`src/hw/rtl/met_pkg.sv`:
```
// Types, constants and register codes of the Mandelbrot escape time unit.
package met_pkg;

    localparam int COORD_BITS = 32;
    localparam int FRAC_BITS  = COORD_BITS - 4;
    localparam int MAX_SIDE   = 4096;
    localparam int SIDE_BITS  = $clog2(MAX_SIDE);
    localparam int INDEX_BITS = 12;
    localparam int STEP_BITS  = 31;
    localparam int START_BITS = 32;
    localparam int COUNT_BITS = 16;
    localparam int PROD_BITS  = INDEX_BITS + STEP_BITS;
    localparam int ADDR_BITS  = 5;
    localparam int QUEUE_DEPTH = 2;

    localparam logic signed [COORD_BITS-1:0] TWO  = COORD_BITS'(64'sd2 <<< FRAC_BITS);
    localparam logic [COORD_BITS:0]          FOUR = (COORD_BITS+1)'(64'd4 << FRAC_BITS);

    localparam logic [START_BITS-1:0] RST_REAL_START = 32'hE000_0000;
    localparam logic [START_BITS-1:0] RST_IMAG_START = 32'hE800_0000;
    localparam logic [STEP_BITS-1:0]  RST_REAL_STEP  = 31'd196608;
    localparam logic [STEP_BITS-1:0]  RST_IMAG_STEP  = 31'd196608;
    localparam logic [COUNT_BITS-1:0] RST_ITER_LIMIT = 16'd100;

    localparam logic [2:0] REG_REAL_START = 3'd0;
    localparam logic [2:0] REG_IMAG_START = 3'd1;
    localparam logic [2:0] REG_REAL_STEP  = 3'd2;
    localparam logic [2:0] REG_IMAG_STEP  = 3'd3;
    localparam logic [2:0] REG_ITER_LIMIT = 3'd4;

    typedef struct packed {
        logic [START_BITS-1:0] real_start;
        logic [START_BITS-1:0] imag_start;
        logic [STEP_BITS-1:0]  real_step;
        logic [STEP_BITS-1:0]  imag_step;
        logic [COUNT_BITS-1:0] iteration_limit;
    } t_cfg;

    typedef struct packed {
        logic [COORD_BITS-1:0] cr;
        logic [COORD_BITS-1:0] ci;
    } t_coord;

    typedef enum logic [1:0] {
        ST_IDLE,
        ST_MUL,
        ST_ACC,
        ST_DONE
    } t_core_state;

endpackage

```
`src/hw/rtl/met_queue.sv`:
```
// Short queue of complex points between the front end and the iteration core.
module met_queue #(
    parameter int DEPTH = met_pkg::QUEUE_DEPTH
) (
    input  logic            i_clk,
    input  logic            i_rst_n,
    input  logic            i_push,
    output logic            o_ready,
    input  met_pkg::t_coord i_coord,
    output logic            o_valid,
    input  logic            i_pop,
    output met_pkg::t_coord o_coord
);

    localparam int PTR_BITS = $clog2(DEPTH);
    localparam int CNT_BITS = $clog2(DEPTH + 1);

    met_pkg::t_coord     r_mem [DEPTH];
    logic [PTR_BITS-1:0] r_wr_ptr;
    logic [PTR_BITS-1:0] r_rd_ptr;
    logic [CNT_BITS-1:0] r_count;
    logic                w_wr;
    logic                w_rd;

    assign o_ready = r_count != CNT_BITS'(DEPTH);
    assign o_valid = r_count != '0;
    assign w_wr    = i_push && o_ready;
    assign w_rd    = i_pop && o_valid;
    assign o_coord = r_mem[r_rd_ptr];

    always_ff @(posedge i_clk) begin
        if (!i_rst_n) begin
            r_wr_ptr <= '0;
            r_rd_ptr <= '0;
            r_count  <= '0;
        end else begin
            if (w_wr) begin
                r_wr_ptr <= (r_wr_ptr == PTR_BITS'(DEPTH - 1)) ? '0 : r_wr_ptr + 1'b1;
            end
            if (w_rd) begin
                r_rd_ptr <= (r_rd_ptr == PTR_BITS'(DEPTH - 1)) ? '0 : r_rd_ptr + 1'b1;
            end
            if (w_wr && !w_rd) begin
                r_count <= r_count + 1'b1;
            end else if (w_rd && !w_wr) begin
                r_count <= r_count - 1'b1;
            end
        end
    end

    always_ff @(posedge i_clk) begin
        if (w_wr) begin
            r_mem[r_wr_ptr] <= i_coord;
        end
    end

endmodule

```
`config.mk`:
```
export PLATFORM = sky130hd
export DESIGN_NAME = met_queue
export DESIGN_NICKNAME = d
export VERILOG_FILES = /design/src/hw/rtl/met_pkg.sv /design/src/hw/rtl/met_queue.sv
export SDC_FILE = /design/constraint.sdc
export NUM_CORES = 1
export LEC_CHECK = 0
export ABC_CLOCK_PERIOD_IN_PS = 3600
export BUFFER_PORTS_ARGS = -buffer_cell sky130_fd_sc_hd__buf_2
export CELL_PAD_IN_SITES_DETAIL_PLACEMENT = 1
export CELL_PAD_IN_SITES_GLOBAL_PLACEMENT = 1
export CORE_UTILIZATION = 43
export DETAILED_ROUTE_END_ITERATION = 8
export PLACE_DENSITY_LB_ADDON = 0.1
export SLEW_MARGIN = 25
export SYNTH_ARGS = -nofsm -noshare
export SYNTH_HDL_FRONTEND = slang
export SYNTH_SLANG_ARGS = --single-unit
export TNS_END_PERCENT = 10
```
`constraint.sdc`:
```
create_clock -name i_clk -period 3.6 [get_ports i_clk]
set_clock_uncertainty 0.05 [all_clocks]
set_input_delay 0.18 -clock i_clk [delete_from_list [all_inputs] [get_ports i_clk]]
set_output_delay 0.18 -clock i_clk [all_outputs]
set_load 0.01 [all_outputs]
```
==> out/metrics.yaml <==
floorplanning:
  die_w_um: 108
  io-pin-count: 134
  core_sq_um: 10900
  rows: 38
  start_util: 0.444
  die_area_sq_um: 11700
  die_y_um: 108
place:
  portBuffers: 133
  hpwl_um: 5970
  dp.cells: 494
  place_area_sq_um: 5700
  gp_congestion: 0.741
logic_synthesis:
  syn-num-nets: 292
  ys_warn_count: 0
  ys_seq_area_frac: 0.812
  yosysMostFrequentCell: "edfxtp_1"
  ys_async_sr_fraction: 0
  synth_common_cells: "edfxtp_1, mux2_2, buf_4, dfxtp_1, and2_1"
  yosys.area.top_type_share: 0.791
  synthTopCellsByArea: "edfxtp_1, mux2_2, dfxtp_1"
  syn_inst: 223
  synth_flop_cell: "edfxtp_1"
  syn-cell-area_sq_um: 4860
  avgSynthCellArea_sq_um: 21.8
  yosysTopAreaCell: "edfxtp_1"
  ys_ff_latch: 133
  synth_edf_count: 128
  yosysUniqueCellTypes: 20
sta:
  finalSetupViolCount: 0
  setup-tns-final_ns: 0
  period_needed_ns: 2.28
  drv_slew: 0
  worst_pin_slew_ns: 0.892
  relSlewSlack: 0.406
  fin_crit_sh: 0.634
  hold_viol_final: 0
  rsz0062_at_grt: "no"
  max_freq_mhz: 438
setup_path:
  path_max_fanout: 37
  reg2reg_to: "r_mem[1][44]"
  reg2reg_depth: 3
  max_stage_delay_ns: 0.80
  path_buf_inv: 2
  crit_type: "reg -> out"
  rrSetupSlack_ns: 1.47
  critPathSlowestCell: "dfxtp_2"
  worst_setup_path_end_kind: "output port"
  critPathLaunchType: "flop"
  crit_chain: "buf_12, mux2_2, buf_2"
  critical_path_required_ns: 3.37
  rr_startpoint: "r_count[0]"
  worstPathArrival_ns: 2.05
  cp_top_family: "flip-flops"
cells_and_area:
  n_fill_cell: 998
  syn2layout_area_growth_pct: 43.2
  stdcell_count: 591
  final_area_sq_um: 6960
  nets: 507
  drive_gt1_frac: 0.527
global_route:
  grt_overflow_total: 0
  grt_max_degree: 38
  grt_pass1_wl_um: 15900
  grt_pass1_vias: 3134
  grt_use_total: 0.187
  grt_antenna_before_repair: 1
job:
  maxCapViolCount: 0
clock_tree:
  cts_tree: "done"
  htreeDepth: 4
  cts_buffer_depth: 2
  cts_setup_buffers: 0
  cts_buffers: 17
  clock_sinks: 133
  cts_root_buf: "clkbuf_16"
  clkSlewWorstSetupHoldPaths_ns: 0.06
  insertion_delay_ns: 0.40
drt:
  via_per_inst: 4.70
  drtAntennaViolNets: 0
  vias: 2776
  finalWirelength_um: 10300
  drc: 0
  drtIter0Drc: 77
  routedWlPerCell_um: 17.4
  dr.pass1.iters: 4
run_status:
  status: "finished clean"
worst_hold_path:
  whs_endpoint: "r_wr_ptr"
  whs_path_depth: 3
  worstHoldPathType: "in -> reg"
  min_from: "i_push"
power:
  p_total_mw: 4.85
  leakage_nw: 2.64
  ir_drop_mv: 0.353
  p_per_area_nw_per_um2: 697
## power breakdown
| part | leakage [nW] | internal (mW) | total, mW | switching (mW) |
|---|---|---|---|---|
| Sequential | 1.24 | 1.94 | 2.04 | 0.103 |
| Combinational | 1.12 | 0.535 | 1.05 | 0.517 |
| Clock | 0.288 | 1.10 | 1.76 | 0.660 |
| Total | 2.64 | 3.57 | 4.85 | 1.28 |
## routing by layer
| layer | track usage | vias to the layer above | share of wire |
|---|---|---|---|
| li1 | - | 1313 | - |
| met1 | 0.200 | 1352 | 0.39 |
| met2 | 0.345 | 90 | 0.54 |
| met3 | 0.0494 | 21 | 0.045 |
| met4 | 0.0830 | 0 | 0.025 |
| met5 | 0 | - | 0 |
## state kept, by name, summed over array words and instances, names as in the netlist, named ones only
name / count
r_mem: 128
r_rd_ptr: 1
r_count: 2
r_wr_ptr: 1
## area by class of cell
type / count / area, sq um / share of cell area
antenna: 1 / 2.50 / 0.000360
clock buffer: 17 / 425 / 0.0612
clock inverter: 14 / 176 / 0.0254
inverter: 1 / 3.75 / 0.000540
multi-input combinational: 82 / 861 / 0.124
sequential: 133 / 3950 / 0.567
tap: 140 / 175 / 0.0252
timing repair buffer: 203 / 1370 / 0.196
## logic make-up (layout without fill, tap and decap cells)
group | Yosys count | count (layout) | share of synthesized area
buffers and inverters | 8 | 235 | 0.0111
other | 0 | 1 | 0
AO/OA/AOI/OAI | 5 | 5 | 0.00721
multiplexers | 64 | 64 | 0.148
XOR/XNOR | 3 | 3 | 0.00541
AND/OR/NAND/NOR | 9 | 9 | 0.0134
flip-flops | 133 | 133 | 0.812
adder cells (fa/ha/maj) | 1 | 1 | 0.00258
## worst max path at each step
stage,endpoint,depth (start not counted),slack [ns]
2_1_floorplan,r_mem[1][0],2,0.99
3_3_place_gp,r_mem[1][26],3,1.45
3_5_place_dp,r_mem[1][35],3,1.44
4_1_cts,o_coord[33],3,1.26
5_1_grt,o_coord[33],3,1.20
6_report,o_coord[57],3,1.32
## cell usage in the layout, fill, tap and decap left out, drive strengths merged
cell type	Yosys	final
buf	7	138
edfxtp	128	128
dlygate4sd3	0	65
mux2	64	64
clkbuf	0	17
inv	1	6
dfxtp	5	5
and2	4	4
clkinv	0	4
bufinv	0	3
xnor2	2	2
clkinvlp	0	2
o21ai	2	2
a21boi	2	2
diode	0	1
nand2b	1	1
or2	1	1
and3	1	1
nand3b	1	1
a21bo	1	1
xor2	1	1
or3	1	1
ha	1	1
## tightest hold or removal path, delay by kind of cell
| family | cells | cell delay (ns) |
|---|---|---|
| AOI/OAI and AO/OA | 2 | 0.19 |
| buffers and inverters | 1 | 0.10 |
## repair_timing
action / CTS / global route
hold buffers: 65 / 0
resized for setup: 0 / 0
hold endpoints to repair: 131 / 0
## through the flow
step	hold WS (ns)	setup WS, ns	util
6_report	0.0640	1.32	0.636
5_1_grt	0.0991	1.20	0.636
4_1_cts	0.0535	1.26	0.636
3_5_place_dp	0.323	1.44	0.521
3_3_place_gp	0.318	1.45	0.521
2_1_floorplan	0.229	0.993	-
Note: power is estimated with default switching activity, not from simulation.
