File: config.mk
export PLATFORM = sky130hd
export DESIGN_NAME = met_front
export DESIGN_NICKNAME = d
export VERILOG_FILES = /design/src/hw/rtl/met_pkg.sv /design/src/hw/rtl/met_front.sv
export SDC_FILE = /design/constraint.sdc
export NUM_CORES = 2
export LEC_CHECK = 0
export BUFFER_PORTS_ARGS = -buffer_cell sky130_fd_sc_hd__buf_2
export CORE_MARGIN = 5
export CORE_UTILIZATION = 63
export DETAILED_ROUTE_END_ITERATION = 16
export PLACE_DENSITY = 0.84
export SLEW_MARGIN = 30
export SYNTH_ARGS = -nofsm -noshare
export SYNTH_HDL_FRONTEND = slang
export SYNTH_SLANG_ARGS = --single-unit
File: constraint.sdc
create_clock -name i_clk -period 9.4 [get_ports i_clk]
set_clock_uncertainty 0.15 [all_clocks]
set_input_delay 1.41 -clock i_clk [delete_from_list [all_inputs] [get_ports i_clk]]
set_output_delay 1.41 -clock i_clk [all_outputs]
set_load 0.1 [all_outputs]
File: src/hw/rtl/met_pkg.sv
// Types, constants and register codes of the Mandelbrot escape time unit.
package met_pkg;

    localparam int COORD_BITS = 32;
    localparam int FRAC_BITS  = COORD_BITS - 4;
    localparam int MAX_SIDE   = 4096;
    localparam int SIDE_BITS  = $clog2(MAX_SIDE);
    localparam int INDEX_BITS = 12;
    localparam int STEP_BITS  = 31;
    localparam int START_BITS = 32;
    localparam int COUNT_BITS = 16;
    localparam int PROD_BITS  = INDEX_BITS + STEP_BITS;
    localparam int ADDR_BITS  = 5;
    localparam int QUEUE_DEPTH = 2;

    localparam logic signed [COORD_BITS-1:0] TWO  = COORD_BITS'(64'sd2 <<< FRAC_BITS);
    localparam logic [COORD_BITS:0]          FOUR = (COORD_BITS+1)'(64'd4 << FRAC_BITS);

    localparam logic [START_BITS-1:0] RST_REAL_START = 32'hE000_0000;
    localparam logic [START_BITS-1:0] RST_IMAG_START = 32'hE800_0000;
    localparam logic [STEP_BITS-1:0]  RST_REAL_STEP  = 31'd196608;
    localparam logic [STEP_BITS-1:0]  RST_IMAG_STEP  = 31'd196608;
    localparam logic [COUNT_BITS-1:0] RST_ITER_LIMIT = 16'd100;

    localparam logic [2:0] REG_REAL_START = 3'd0;
    localparam logic [2:0] REG_IMAG_START = 3'd1;
    localparam logic [2:0] REG_REAL_STEP  = 3'd2;
    localparam logic [2:0] REG_IMAG_STEP  = 3'd3;
    localparam logic [2:0] REG_ITER_LIMIT = 3'd4;

    typedef struct packed {
        logic [START_BITS-1:0] real_start;
        logic [START_BITS-1:0] imag_start;
        logic [STEP_BITS-1:0]  real_step;
        logic [STEP_BITS-1:0]  imag_step;
        logic [COUNT_BITS-1:0] iteration_limit;
    } t_cfg;

    typedef struct packed {
        logic [COORD_BITS-1:0] cr;
        logic [COORD_BITS-1:0] ci;
    } t_coord;

    typedef enum logic [1:0] {
        ST_IDLE,
        ST_MUL,
        ST_ACC,
        ST_DONE
    } t_core_state;

endpackage

File: src/hw/rtl/met_front.sv
// Front end: accepts pixel indices and maps them to the complex point c.
module met_front (
    input  logic                         i_clk,
    input  logic                         i_rst_n,
    input  met_pkg::t_cfg                i_cfg,
    input  logic                         i_valid,
    output logic                         o_ready,
    input  logic [met_pkg::INDEX_BITS-1:0] i_column,
    input  logic [met_pkg::INDEX_BITS-1:0] i_row,
    output logic                         o_push,
    input  logic                         i_queue_ready,
    output met_pkg::t_coord              o_coord
);

    logic                             r_valid;
    logic [met_pkg::COORD_BITS-1:0]   r_prod_r;
    logic [met_pkg::COORD_BITS-1:0]   r_prod_i;
    logic [met_pkg::PROD_BITS-1:0]    w_prod_r;
    logic [met_pkg::PROD_BITS-1:0]    w_prod_i;
    logic [met_pkg::INDEX_BITS-1:0]   w_col;
    logic [met_pkg::INDEX_BITS-1:0]   w_row;
    logic                             w_take;

    // Indices wrap at the largest image side.
    assign w_col = met_pkg::INDEX_BITS'(i_column[met_pkg::SIDE_BITS-1:0]);
    assign w_row = met_pkg::INDEX_BITS'(i_row[met_pkg::SIDE_BITS-1:0]);

    assign w_prod_r = met_pkg::PROD_BITS'(w_col) * met_pkg::PROD_BITS'(i_cfg.real_step);
    assign w_prod_i = met_pkg::PROD_BITS'(w_row) * met_pkg::PROD_BITS'(i_cfg.imag_step);

    assign o_push  = r_valid && i_queue_ready;
    assign o_ready = !r_valid || o_push;
    assign w_take  = i_valid && o_ready;

    assign o_coord.cr = i_cfg.real_start + r_prod_r;
    assign o_coord.ci = i_cfg.imag_start + r_prod_i;

    always_ff @(posedge i_clk) begin
        if (!i_rst_n) begin
            r_valid <= 1'b0;
        end else if (w_take) begin
            r_valid <= 1'b1;
        end else if (o_push) begin
            r_valid <= 1'b0;
        end
    end

    always_ff @(posedge i_clk) begin
        if (w_take) begin
            r_prod_r <= w_prod_r[met_pkg::COORD_BITS-1:0];
            r_prod_i <= w_prod_i[met_pkg::COORD_BITS-1:0];
        end
    end

endmodule

==> parameters.txt <==
Parameter                              Value

Cells and area
  Nets ... 3588
  Fin cells ... approximately 3300
  Area added between synthesis and finish ... 6.98%
  Ratio of cells with drive above 1 in the final layout ... 9.34%
  Number of filler instances in the final layout ... roughly 2800
  Number of diodes ... 0

Route
  Via density per instance ... roughly 5.7
  Number of design-rule violations left by the first detailed-router iteration ... ~1300
  Wire length after detailed routing ... 57300 um
  Total via count in the routed design ... about 19000
  Detailed-routing iteration count for the pre-antenna-repair pass ... 5
  Number of antenna-violating nets in the routed design ... 0
  DRC Markers ... 0
  Detailed-route wire length per cell ... 17.6 um

Place
  Cell Count Post-Placement ... between 3000 and 4000
  Global placement routability congestion ... approximately 0.9
  Count of buffers from port buffering ... 219
  Detailed placement HPWL ... approximately 47000 um

Yosys
  Cell variety after synth ... a little over 70
  Cell count after synthesis ... between 2000 and 3000
  Number of register bits inferred by synthesis ... 65
  Post-synthesis sequential area ratio ... 8.37%
  Number of synthesized flops with an enable pin ... 64
  Share of flip-flops with an asynchronous set or reset after synthesis ... 0%
  Total of warnings raised by yosys ... 0
  Netlist area before placement ... between 20000 and 25000 um^2
  Most common flop cell mapped by yosys ... sky130_fd_sc_hd__edfxtp_1
  Average cell area after synthesis ... 8.73 um^2
  Synth Net Count ... between 3000 and 4000

Critical path
  Type of destination of the critical path ... flop
  Worst Path Max Fanout ... 28
  Sort of element at the start of the critical path ... input pin
  Req. time, crit path ... just over 9 ns
  Critical path class ... input pin to flop
  Worst path arrival time ... approximately 7.5 ns

Die
  Die outline height ... approximately 200 um
  Core area ... 36400 um^2
  Width of the die ... between 200 and 250 um
  Full die area ... 40700 um^2
  Top-level I/O count ... approximately 240
  Initial cell density of the core ... between 60% and 70%
  # rows ... 70

Global route
  Largest net degree at the start of global routing ... 65
  Wire length of the first global-routing pass ... 96100 um
  Overall track demand over capacity in global routing ... around 29%
  Number of antenna violations at the first check in global routing ... 3
  Number of global-route vias before repair ... just over 20000
  Aggregate global routing overflow ... 0

Clock tree
  Clk buf depth ... 2
  Number of hold-repair buffers added at the cts stage ... 0
  # clock sinks ... between 60 and 70
  CTS tree ... done
  Clock latency of the later-clocked register in the worst-skew pair ... approximately 0.35 ns
  Clock-pin slew of the registers on the worst-case setup and hold paths ... 0.06 ns
  Postcts setup bufs ... 0
  Number of gates resized after CTS ... 0
  Number of H-tree levels ... 3
  Cts bufs inserted ... 9
  Root Buffer Master ... sky130_fd_sc_hd__clkbuf_16

STA
  Number of setup violations in the final report ... 0
  Final critical path time including I/O delays and setup ... 7.50 ns
  Max-slew headroom ... between 30% and 40%
  Highest attainable clock frequency ... 0.133 GHz
  Hold violation total from the final report ... 0
  Final max-slew violation count ... 0
  Setup TNS ... 0 ns
  RSZ-0062 raised after global routing ... no
  Share of the clock period used by the worst path after layout ... between 70% and 80%
  Slew at the pin with the worst max-slew slack ... about 0.9 ns

Worst hold path
  Type of the worst min-delay path ... flop to flop

Run
  Max Cap Violations ... 0

Run status
  Result of the run ... finished clean
[metrics by stage]
stage | hold WS, ns | area (um^2) | utilization [%] | worst slack (ns)
floorplan | 1.09 | 23200 | - | 2.33
global placement | 0.359 | 24500 | 67.1 | 1.83
detailed placement | 0.379 | 24500 | 67.1 | 1.66
CTS | 0.393 | 24800 | 68.1 | 2.01
global route | 0.422 | 24800 | 68.1 | 1.64
finish | 0.384 | 24800 | 68.1 | 1.90
[cell families after synthesis]
kind of cell,count (synthesis),synth area share [%]
DFF,65,8.37
adders and majority gates,640,50.1
buffers and inverters,679,11.0
and+or+nand+nor,843,16.8
xor gates and xnor gates,133,5.02
AOI/OAI and AO/OA,297,8.78
[final timing paths]
kind | cells after the start | from | to | slack (ns)
worst max-delay path | 20 | i_row[4] | r_prod_i[30] | 1.90
worst min-delay path | 2 | r_valid | r_valid | 0.38
worst max register to register | 2 | r_valid | r_prod_i[30] | 7.66
worst min register to register | 2 | r_valid | r_valid | 0.38
[worst max-delay path, stage by stage]
cell	delay [ns]
sky130_fd_sc_hd__buf_2	0.52
sky130_fd_sc_hd__nand2_1	0.18
sky130_fd_sc_hd__fa_1	0.52
sky130_fd_sc_hd__fa_1	0.53
sky130_fd_sc_hd__inv_1	0.06
sky130_fd_sc_hd__fa_1	0.49
sky130_fd_sc_hd__fa_1	0.51
sky130_fd_sc_hd__inv_1	0.06
sky130_fd_sc_hd__fa_1	0.48
sky130_fd_sc_hd__inv_1	0.04
sky130_fd_sc_hd__ha_1	0.37
sky130_fd_sc_hd__a21oi_1	0.09
sky130_fd_sc_hd__o21ai_0	0.57
sky130_fd_sc_hd__o21ai_0	0.17
sky130_fd_sc_hd__a21oi_1	0.39
sky130_fd_sc_hd__o221a_2	0.32
sky130_fd_sc_hd__a31oi_1	0.18
sky130_fd_sc_hd__o2111ai_1	0.26
sky130_fd_sc_hd__a21oi_1	0.11
sky130_fd_sc_hd__xnor2_1	0.13
[synthesized netlist by cell type, types with 16 or more instances]
| master | instances | area, um^2 |
|---|---|---|
| sky130_fd_sc_hd__a21o_1 | 39 | 293 |
| sky130_fd_sc_hd__a21oi_1 | 83 | 415 |
| sky130_fd_sc_hd__and2_1 | 192 | 1200 |
| sky130_fd_sc_hd__and3_1 | 16 | 100 |
| sky130_fd_sc_hd__clkbuf_1 | 106 | 398 |
| sky130_fd_sc_hd__edfxtp_1 | 64 | 1920 |
| sky130_fd_sc_hd__fa_1 | 480 | 9610 |
| sky130_fd_sc_hd__ha_1 | 160 | 2000 |
| sky130_fd_sc_hd__inv_1 | 570 | 2140 |
| sky130_fd_sc_hd__nand2_1 | 483 | 1810 |
| sky130_fd_sc_hd__nand3_1 | 25 | 125 |
| sky130_fd_sc_hd__nor2_1 | 64 | 240 |
| sky130_fd_sc_hd__nor2b_1 | 16 | 100 |
| sky130_fd_sc_hd__o21a_1 | 30 | 225 |
| sky130_fd_sc_hd__o21ai_0 | 43 | 215 |
| sky130_fd_sc_hd__xnor2_1 | 106 | 928 |
| sky130_fd_sc_hd__xor2_1 | 27 | 236 |
[flip-flops by register name (all words and copies together), names as in the netlist]
register / cells
r_prod_i: 32
r_prod_r: 32
r_valid: 1
[layer usage]
layer | vias up | routed length [um] | track usage (%) | part of all wire (%)
li1 | 8284 | - | - | -
met1 | 9374 | 22700 | 37.3 | 40
met2 | 835 | 27600 | 48.3 | 48
met3 | 175 | 4840 | 5.31 | 8.4
met4 | 6 | 2120 | 11.2 | 3.7
met5 | - | 41 | 0 | 0.072
[layout by cell type, fill, tap and decap left out, types with 3 or more instances in the layout]
cell                        instances
sky130_fd_sc_hd__nor3_1             9
sky130_fd_sc_hd__inv_1            570
sky130_fd_sc_hd__a21oi_1           83
sky130_fd_sc_hd__xor2_1            27
sky130_fd_sc_hd__ha_1             160
sky130_fd_sc_hd__or3_1              9
sky130_fd_sc_hd__a21o_1            39
sky130_fd_sc_hd__or2_2              4
sky130_fd_sc_hd__nand3_1           25
sky130_fd_sc_hd__buf_2            219
sky130_fd_sc_hd__o21a_1            30
sky130_fd_sc_hd__xnor2_1          106
sky130_fd_sc_hd__edfxtp_1          64
sky130_fd_sc_hd__fa_1             480
sky130_fd_sc_hd__and3_1            16
sky130_fd_sc_hd__o21ai_2            3
sky130_fd_sc_hd__o211ai_1           5
sky130_fd_sc_hd__o21ai_0           43
sky130_fd_sc_hd__a31o_2             3
sky130_fd_sc_hd__nor2_1            64
sky130_fd_sc_hd__nor2b_1           16
sky130_fd_sc_hd__nand2_1          483
sky130_fd_sc_hd__o2111ai_1          5
sky130_fd_sc_hd__and2_1           191
sky130_fd_sc_hd__o31a_1             5
sky130_fd_sc_hd__bufinv_16          3
sky130_fd_sc_hd__clkinv_4           3
sky130_fd_sc_hd__a211oi_1          14
sky130_fd_sc_hd__nand2b_1          13
sky130_fd_sc_hd__a211o_1            7
sky130_fd_sc_hd__o21ai_1            4
sky130_fd_sc_hd__a31oi_1           11
sky130_fd_sc_hd__o21bai_1           9
sky130_fd_sc_hd__a21boi_0           6
sky130_fd_sc_hd__clkbuf_16          9
[layout make-up]
class                   instances  area, um^2  area share, %
repair buffers                219        1100           4.42
multi-input cells            1913       18700           75.4
clock inverters                 6         116          0.469
clock buffers                  10         229          0.923
inverters                     570        2140           8.62
flip-flops and latches         65        1940           7.83
well taps                     468         586           2.36
Power is not shown: default switching activity piles up to over one toggle a cycle in this logic, so the estimate is an artifact.
